<file path="config.mk">
export PLATFORM = sky130hd
export DESIGN_NAME = pft_merge
export DESIGN_NICKNAME = d
export VERILOG_FILES = /design/src/pft_pkg.sv /design/src/pft_merge.sv
export SDC_FILE = /design/constraint.sdc
export NUM_CORES = 1
export LEC_CHECK = 0
export BUFFER_PORTS_ARGS = -buffer_cell sky130_fd_sc_hd__buf_4
export CORE_AREA = 2 2 129 131
export DETAILED_ROUTE_END_ITERATION = 8
export DIE_AREA = 0 0 131 133
export PLACE_DENSITY_LB_ADDON = 0.05
export SETUP_SLACK_MARGIN = 0.05
export SLEW_MARGIN = 20
export SYNTH_ARGS = -nofsm -noshare
export SYNTH_HDL_FRONTEND = slang
export SYNTH_SLANG_ARGS = --single-unit
</file>
<file path="constraint.sdc">
create_clock -name vclk -period 4.1
set_input_delay 0.82 -clock vclk [all_inputs]
set_output_delay 0.82 -clock vclk [all_outputs]
set_load 0.02 [all_outputs]
</file>
<file path="src/pft_pkg.sv">
// Shared types, widths and saturation helper for the pivot frame transform.
// No dependencies; every other file but src/pft_checker.sv imports this package.
package pft_pkg;
	localparam int WORD_BITS = 32;
	localparam int FRAC_BITS = 16;
	localparam int ACC_BITS = 2 * WORD_BITS - FRAC_BITS + 3;
	localparam int LANES = 4;

	typedef logic signed [WORD_BITS-1:0] word_t;
	typedef logic signed [ACC_BITS-1:0] acc_t;
	typedef logic signed [2*WORD_BITS-1:0] prod_t;

	localparam word_t ONE_Q = word_t'(1) << FRAC_BITS;
	localparam word_t MAX_W = {1'b0, {(WORD_BITS-1){1'b1}}};
	localparam word_t MIN_W = {1'b1, {(WORD_BITS-1){1'b0}}};

	typedef enum logic [2:0] {
		CMD_LOAD_COL = 3'd0,
		CMD_LOAD_CTR = 3'd1,
		CMD_XFORM_ROW = 3'd2,
		CMD_TO_GLOBAL = 3'd3,
		CMD_TO_LOCAL = 3'd4
	} cmd_t;

	typedef struct packed {
		word_t val;
		logic clip;
	} sat_t;

	typedef struct packed {
		word_t [LANES-1:0] r;
		logic sat;
	} res_t;

	function automatic sat_t sat_word(acc_t v);
		acc_t top;
		sat_t s;
		top = v >>> (WORD_BITS - 1);
		if (top == '0 || top == '1) begin
			s.val = v[WORD_BITS-1:0];
			s.clip = 1'b0;
		end else begin
			s.val = v[ACC_BITS-1] ? MIN_W : MAX_W;
			s.clip = 1'b1;
		end
		return s;
	endfunction
endpackage

</file>
<file path="src/pft_merge.sv">
// Merging stage: saturates the lane sums to words and combines the clip flags.
// Depends on pft_pkg.
module pft_merge (
	input  pft_pkg::acc_t sum [pft_pkg::LANES],
	output pft_pkg::res_t res
);
	import pft_pkg::*;

	always_comb begin
		sat_t s;
		res.sat = 1'b0;
		for (int i = 0; i < LANES; i++) begin
			s = sat_word(sum[i]);
			res.r[i] = s.val;
			res.sat = res.sat | s.clip;
		end
	end
endmodule

</file>
==> metrics.log <==
[metrics] run status: complete, no violations
[metrics] DR DRC count: 0
[metrics] Final setup viols: 0
[metrics] largest voltage drop on the vdd net: 0.0342 mV
[metrics] max-cap viol count: 0
[metrics] post-CTS setup buffer count: 0
[metrics] total grt overflow: 0
[metrics] routed length per instance: 12.7 µm
[metrics] number of optimization iterations in the first detailed-route pass: 4
[metrics] number of hold buffers added after CTS: 0
[metrics] Register Area: 0 µm²
[metrics] met1 Usage GRT: 0.115
[metrics] Yosys warnings: 0
[metrics] unrepaired setup endpoints after global routing: no
[metrics] highest clock frequency the design can meet: 0.281 GHz
[metrics] n_diodes: 0
[metrics] Tightest Pin Transition: 0.889 ns
[metrics] CP startpoint kind: input port
[metrics] leak pwr: 2.49 nW
[metrics] met2 capacity usage during global routing: 0.231
[metrics] summed instance area of the synthesized netlist: 1620 µm²
[metrics] sequential cell count: 0
[metrics] total count of hold-check failures in the final report: 0
[metrics] endpoint arrival time on the critical path: 2.73 ns
[metrics] number of instances in the synthesized netlist: 345
[metrics] sequential-to-total area share from yosys stat: 0
[metrics] post-synthesis net count: 549
[metrics] first-pass GRT wire length: 15600 µm
[metrics] type of the worst setup path: input port to output port
[metrics] utilization of the core after routing: 0.268
[metrics] Detailed Route Iter0 Violations: 61
[metrics] share of layout cells above drive strength 1: 0.524
[metrics] horizontal extent of the die: 131 µm
[metrics] final slew viol count: 0
[metrics] wirelength, routed: 11100 µm
[metrics] setup_tns: 0 ns
[metrics] count of buffers from port buffering: 333
[metrics] gp weighted congestion: 0.779
[metrics] most used cells in the layout excluding fill and tap cells: 339 x buf_4, 128 x inv_1, 124 x o21ai_0
[metrics] HPWL after DPL: 9440 µm
[metrics] mean cell area of the mapped netlist: 4.71 µm²
[metrics] maximum number of pins on one net before global-route repair: 33
[metrics] Std-Cell Core Area: 16200 µm²
[metrics] die area: 17400 µm²
[metrics] worst setup path endpoint: res[0]
[metrics] initial core utilization: 0.100
[metrics] number of antenna violations at the first check in global routing: 0
[metrics] Top Usage Layer GRT: met2
[metrics] Chip Height: 133 µm
[metrics] Area after DPL: 4340 µm²
[metrics] signed area change from the synthesized netlist to the final layout: 167%
[metrics] most common cell after layout, fill and taps aside: buf_4
[metrics] total global routing track utilization: 0.111
[metrics] Rows: 47
[metrics] IO Pins: 333
[metrics] part of the cycle the worst path needs: 0.867
[metrics] origin of the worst setup path: sum[40]
[metrics] count of cell types in the netlist: 14
[metrics] nature of the critical path endpoint: output port
[metrics] number of nets in the finished design: 862
[metrics] DRT antenna net count: 0
[metrics] Clock Buffer Count: 0
[metrics] largest fanout on the critical path: 32
[metrics] detailed-route via count: 3401
[metrics] path category of the worst min-delay check: input port to output port
[metrics] post-detailed-route via-to-cell ratio: 3.88
[metrics] Relative slew margins: 0.407
[metrics] number of cells upsized or downsized after cts: 0
[metrics] post-layout instance area: 4340 µm²
[metrics] number of global-route vias before repair: 3055
[metrics] met3 usage in global routing: 0.0214
[metrics] worst min-delay path startpoint: sum[101]
[metrics] final period demand of the worst path: 3.55 ns
[metrics] data required time at the worst endpoint: 3.28 ns
[metrics] power density relative to cell area: 97.5 nW/µm²
how the worst min path moves through the flow:
| stage | to | slack (ns) | cells past startpoint |
|---|---|---|---|
| finish | res[96] | 1.88 | 2 |
| global route | res[96] | 1.89 | 2 |
| CTS | res[96] | 1.88 | 2 |
| detailed placement | res[96] | 1.88 | 2 |
| global placement | res[128] | 1.88 | 2 |
| floorplan | res[128] | 1.78 | 1 |
per-layer routing:
layer	share of wire	up-vias
met2	0.54	180
met1	0.35	1477
li1	-	1740
met4	0.0070	0
met3	0.10	4
met5	0	-
layout make-up:
class	instances	area [µm²]
fill	1844	11800
tap	220	275
multi-input combinational	189	1040
timing repair buffer	339	2540
inverter	128	480
cell usage after synthesis:
library cell	count	area, µm²
nand2_1	4	15.0
nand4_1	20	125
or2_2	3	18.8
inv_1	128	480
or4_4	1	11.3
or3_1	4	25.0
nor4_1	20	125
or2_1	1	6.26
o22a_1	3	26.3
o221ai_1	4	35.0
o22a_2	1	10.0
o21ai_0	124	621
clkbuf_1	28	105
nand3_1	4	20.0
per-stage QoR:
step                      worst slack (ns)  instances  power, W  hold WS [ns]
final                                0.547        876  0.000423          1.88
after global routing                 0.427        876  0.000459          1.89
after CTS                            0.500        876  0.000428          1.88
after detailed placement             0.508        876  0.000427          1.88
after global placement               0.543        876  0.000428          1.88
after floorplan                       1.12        345  0.000152          1.78
power breakdown:
group,switching [W],total [W],internal [W]
Combinational,0.000196,0.000423,0.000227
Clock,0,0,0
Sequential,0,0,0
Total,0.000196,0.000423,0.000227
worst max-delay path: stages:
cell	delay [ns]
buf_4	0.11
nor4_1	0.40
nand3_1	0.17
o22a_2	0.46
or4_4	0.59
buf_4	0.18
cell families (layout without fill, tap and decap cells):
logic type,after synthesis,count (layout),synth area share
AOI/OAI and AO/OA,132,132,0.426
buffers and inverters,156,467,0.361
and+or+nand+nor,57,57,0.213
Note: power is estimated with default switching activity, not from simulation.
