[src/pft_pkg.sv]
// Shared types, widths and saturation helper for the pivot frame transform.
// No dependencies; every other file but src/pft_checker.sv imports this package.
package pft_pkg;
	localparam int WORD_BITS = 32;
	localparam int FRAC_BITS = 16;
	localparam int ACC_BITS = 2 * WORD_BITS - FRAC_BITS + 3;
	localparam int LANES = 4;

	typedef logic signed [WORD_BITS-1:0] word_t;
	typedef logic signed [ACC_BITS-1:0] acc_t;
	typedef logic signed [2*WORD_BITS-1:0] prod_t;

	localparam word_t ONE_Q = word_t'(1) << FRAC_BITS;
	localparam word_t MAX_W = {1'b0, {(WORD_BITS-1){1'b1}}};
	localparam word_t MIN_W = {1'b1, {(WORD_BITS-1){1'b0}}};

	typedef enum logic [2:0] {
		CMD_LOAD_COL = 3'd0,
		CMD_LOAD_CTR = 3'd1,
		CMD_XFORM_ROW = 3'd2,
		CMD_TO_GLOBAL = 3'd3,
		CMD_TO_LOCAL = 3'd4
	} cmd_t;

	typedef struct packed {
		word_t val;
		logic clip;
	} sat_t;

	typedef struct packed {
		word_t [LANES-1:0] r;
		logic sat;
	} res_t;

	function automatic sat_t sat_word(acc_t v);
		acc_t top;
		sat_t s;
		top = v >>> (WORD_BITS - 1);
		if (top == '0 || top == '1) begin
			s.val = v[WORD_BITS-1:0];
			s.clip = 1'b0;
		end else begin
			s.val = v[ACC_BITS-1] ? MIN_W : MAX_W;
			s.clip = 1'b1;
		end
		return s;
	endfunction
endpackage

[src/pft_lane.sv]
// One multiply-accumulate lane: registered Q product, then a wide accumulator.
// Depends on pft_pkg.
module pft_lane (
	input  logic          clk,
	input  logic          clr,
	input  pft_pkg::word_t a,
	input  pft_pkg::word_t b,
	input  pft_pkg::acc_t  init,
	output pft_pkg::acc_t  sum
);
	import pft_pkg::*;

	prod_t prod_s1;
	acc_t acc_q;
	prod_t shifted;

	assign shifted = prod_s1 >>> FRAC_BITS;
	assign sum = acc_q + shifted[ACC_BITS-1:0];

	always_ff @(posedge clk) begin
		prod_s1 <= prod_t'(a) * prod_t'(b);
		acc_q <= clr ? init : sum;
	end
endmodule

[config.mk]
export PLATFORM = sky130hd
export DESIGN_NAME = pft_lane
export DESIGN_NICKNAME = d
export VERILOG_FILES = /design/src/pft_pkg.sv /design/src/pft_lane.sv
export SDC_FILE = /design/constraint.sdc
export NUM_CORES = 2
export LEC_CHECK = 0
export ABC_AREA = 1
export BUFFER_PORTS_ARGS = -buffer_cell sky130_fd_sc_hd__buf_4
export CAP_MARGIN = 20
export CELL_PAD_IN_SITES_DETAIL_PLACEMENT = 0
export CELL_PAD_IN_SITES_GLOBAL_PLACEMENT = 1
export CORE_ASPECT_RATIO = 1.4
export CORE_MARGIN = 2
export CORE_UTILIZATION = 40
export DETAILED_ROUTE_END_ITERATION = 8
export PLACE_DENSITY_LB_ADDON = 0.3
export SYNTH_ARGS = -nofsm -noshare
export SYNTH_HDL_FRONTEND = slang
export SYNTH_SLANG_ARGS = --single-unit
[constraint.sdc]
create_clock -name clk -period 9 [get_ports clk]
set_input_delay 0.9 -clock clk [delete_from_list [all_inputs] [get_ports clk]]
set_output_delay 0.9 -clock clk [all_outputs]
set_load 0.05 [all_outputs]
==> results.py <==
metrics = {
    "outcome": {
        "outcome": "finished, final reports clean",
    },
    "global_route": {
        "grt_pass1_vias": 40149,
        "grt_start_max_net_pins": 54,
        "grt_overflow": 0,
        "track_usage": 0.2732,
        "grt_pass1_wl_mm": 235.3,
        "antenna_found_initial": 0,
    },
    "cts": {
        "postCtsResizedCells": 0,
        "numCtsBuffers": 9,
        "hold_buffers": 0,
        "cts_tree": "yes",
        "cts_max_path_buffers": 2,
        "post_cts_buffers": 0,
        "cts_num_sinks": 99,
        "clock_latency_ns": 0.39,
        "cts-root-buf": "clkbuf_16",
        "htreeDepth": 3,
        "clk_pin_slew_ns": 0.07,
    },
    "detailed_routing": {
        "antenna_left": 0,
        "wirelength_mm": 152.9,
        "drtIter0Drc": 1964,
        "drc": 0,
        "route.vias.total": 36427,
        "dr.pass1.iters": 5,
        "wl_per_cell_um": 20.43,
        "via_per_inst": 4.867,
    },
    "synth": {
        "syn_area_um2": 44940,
        "ys_warn_count": 0,
        "async_flop_share": 0,
        "ys.flop_type": "dfxtp_1",
        "syn_inst": 6015,
        "synth_seq_cells": 99,
        "synth_nets": 7444,
        "syn_area_per_cell_um2": 7.472,
        "yosysSeqAreaShare": 0.04410,
        "synth-edff-count": 0,
        "synth.distinct_cells": 37,
    },
    "worst_setup_path": {
        "crit_fanout": 32,
        "reg2reg_from": "prod_s1[46]",
        "worstPathRequired_ns": 9.26,
        "criticalPathCategory": "in2reg",
        "cp_common_cell": "fa_1",
        "crit_family": "adder cells",
        "rr_worst_depth": 10,
        "timing.rr.end": "acc_q[38]",
        "cp-end-kind": "flip-flop",
        "slowest_stage": "fa_1",
        "worstSetupStartpointType": "input pin",
        "slowest_delay_ns": 0.95,
        "crit_buf_inv": 5,
        "worst_ep_arrival_time_ns": 8.61,
        "r2r_slack_ns": 6.18,
        "cp_cell_sequence": "buf_4 -> nand2_1 -> fa_1 -> fa_1 -> inv_1 -> fa_1 -> fa_1 -> fa_1 -> fa_1 -> inv_1 -> fa_1 -> inv_1 -> fa_1 -> ha_1 -> a21oi_1 -> o21ai_0 -> inv_1 -> nand2_1 -> o21bai_1 -> a21oi_1 -> nand2_1 -> nand2_1 -> nand2_1",
    },
    "min_path": {
        "worst_hold_path.endpoint": "acc_q[0]",
        "whs_path_depth": 3,
        "min-delay-start": "acc_q[0]",
        "hold_path.class": "reg2reg",
    },
    "floorplanning": {
        "coreArea_um2": 111600,
        "start_util": 0.4028,
        "rows": 145,
        "ios": 168,
        "dieArea_um2": 115100,
        "die_y_um": 400.6,
        "dieWidth_um": 287.3,
    },
    "finish": {
        "n_fill_cell": 11747,
        "antenna_cells": 0,
        "syn2layout_area_growth_pct": 6.119,
        "multi_input_area_um2": 35410,
        "register_area_um2": 1982,
        "final_core_util": 0.4274,
        "drive_above_1_share": 0.03924,
        "nets": 7439,
        "stdcell_area_um2": 47690,
    },
    "place": {
        "numPortBuffers": 167,
        "place.gp.congestion": 0.9823,
        "place_area_um2": 47420,
        "dp_hpwl_mm": 126.4,
    },
    "timing": {
        "final.period_utilization": 0.9278,
        "tightest_slew_ns": 0.7195,
        "finalHoldViolCount": 0,
        "slew_violations": 0,
        "max-slew-margin-rel": 0.5177,
        "clock.fmax_mhz": 119.8,
        "grt_setup_unrepaired": "no",
        "setup_viol": 0,
        "fin_crit_ns": 8.350,
        "skew_ns": 0.01462,
        "fin_setup_tns_ns": 0,
        "whs_ns": 0.5904,
    },
    "flow_run": {
        "drv_cap": 0,
    },
}
## cell usage in the layout, fill, tap and decap left out, types with 2 or more instances in the layout
cell and instances:
nor3_2 2, inv_1 1804, and2_4 2, a21boi_0 3, xor2_1 47, or2_2 6
a21oi_1 133, o21bai_1 20, clkbuf_16 9, a21o_1 5, nand3b_1 6, nor2_1 260
xnor2_1 11, nand3_1 122, o21ai_0 65, nor3_1 20, nor2_2 7, inv_2 2
o21a_1 6, fa_1 1082, and2_1 28, ha_1 230, buf_4 187, nand2_2 11
clkinv_2 3, nand4_1 32, nand2_1 1800, dfxtp_1 99
## cell families (layout without fill, tap and decap cells)
| family | after synthesis | count (layout) | share of synthesized area |
|---|---|---|---|
| xor gates and xnor gates | 58 | 58 | 0.01130 |
| adders and majority gates | 1312 | 1312 | 0.5460 |
| buffers and inverters | 2009 | 2009 | 0.1680 |
| AOI/OAI and AO/OA | 237 | 237 | 0.02859 |
| and+or+nand+nor | 2300 | 2300 | 0.2020 |
| DFF | 99 | 99 | 0.04410 |
## flip-flops by register name, summed over array words and instances (netlist names)
name / cells
acc_q: 51
prod_s1: 48
## through the flow
stage | std cells | setup slack (ns)
after detailed placement | 7469 | 0.1950
after floorplan | 6015 | 1.464
final | 7485 | 0.6499
after global routing | 7485 | 0.4073
after CTS | 7485 | 0.6412
after global placement | 7469 | 0.2633
## how the worst max path moves through the flow
stage          startpoint  slack [ns]          end  cells past startpoint
2_1_floorplan       a[31]        1.46  prod_s1[63]                     27
3_3_place_gp        a[31]        0.26  prod_s1[52]                     28
3_5_place_dp        a[31]        0.20  prod_s1[52]                     28
4_1_cts             a[31]        0.64  prod_s1[52]                     28
5_1_grt             a[31]        0.41  prod_s1[52]                     28
6_report             b[8]        0.65  prod_s1[52]                     23
## layout make-up
type                       count  area share
timing repair buffer         187     0.02944
clock inverter                 7    0.001076
multi-input combinational   3907      0.7425
clock buffer                   9    0.004722
sequential                    99     0.04156
inverter                    1806      0.1421
tap                         1470     0.03857
## metal layers
metal / up-vias / share of wire / GRT usage
met3: 325 / 0.040 / 0.01900
met5: - / 0 / 0
met4: 0 / 0.057 / 0.1330
met2: 1029 / 0.53 / 0.5096
met1: 18289 / 0.37 / 0.3125
li1: 16784 / - / -
## synth_stat cells, types with 5 or more instances
library cell / number / area, um2
inv_1: 1804 / 6771
a21o_1: 5 / 37.54
nand3_1: 122 / 610.6
a21oi_1: 133 / 665.6
fa_1: 1082 / 21660
nor3_1: 20 / 100.1
nand4_1: 32 / 200.2
o21ai_0: 65 / 325.3
ha_1: 230 / 2878
nand2_1: 1800 / 6756
o21a_1: 6 / 45.04
and2_1: 28 / 175.2
or2_2: 6 / 37.54
nor2_2: 7 / 43.79
xnor2_1: 11 / 96.34
clkbuf_1: 200 / 750.7
dfxtp_1: 99 / 1982
nor2_1: 260 / 975.9
o21bai_1: 20 / 150.1
nand3b_1: 6 / 45.04
nand2_2: 11 / 68.82
xor2_1: 47 / 411.6
## worst register-to-register path, stage by stage, from the launching register on
cell and delay (ns):
dfxtp_1 0.36, ha_1 0.39, nand2_1 0.14, nor2_1 0.29
nand2_1 0.18, nor3_1 0.46, nand3_1 0.41, nand3_1 0.20
nand2_1 0.07, nand3_1 0.07, nand2_1 0.11
Power is not shown: default switching activity piles up to over one toggle a cycle in this logic, so the estimate is an artifact.
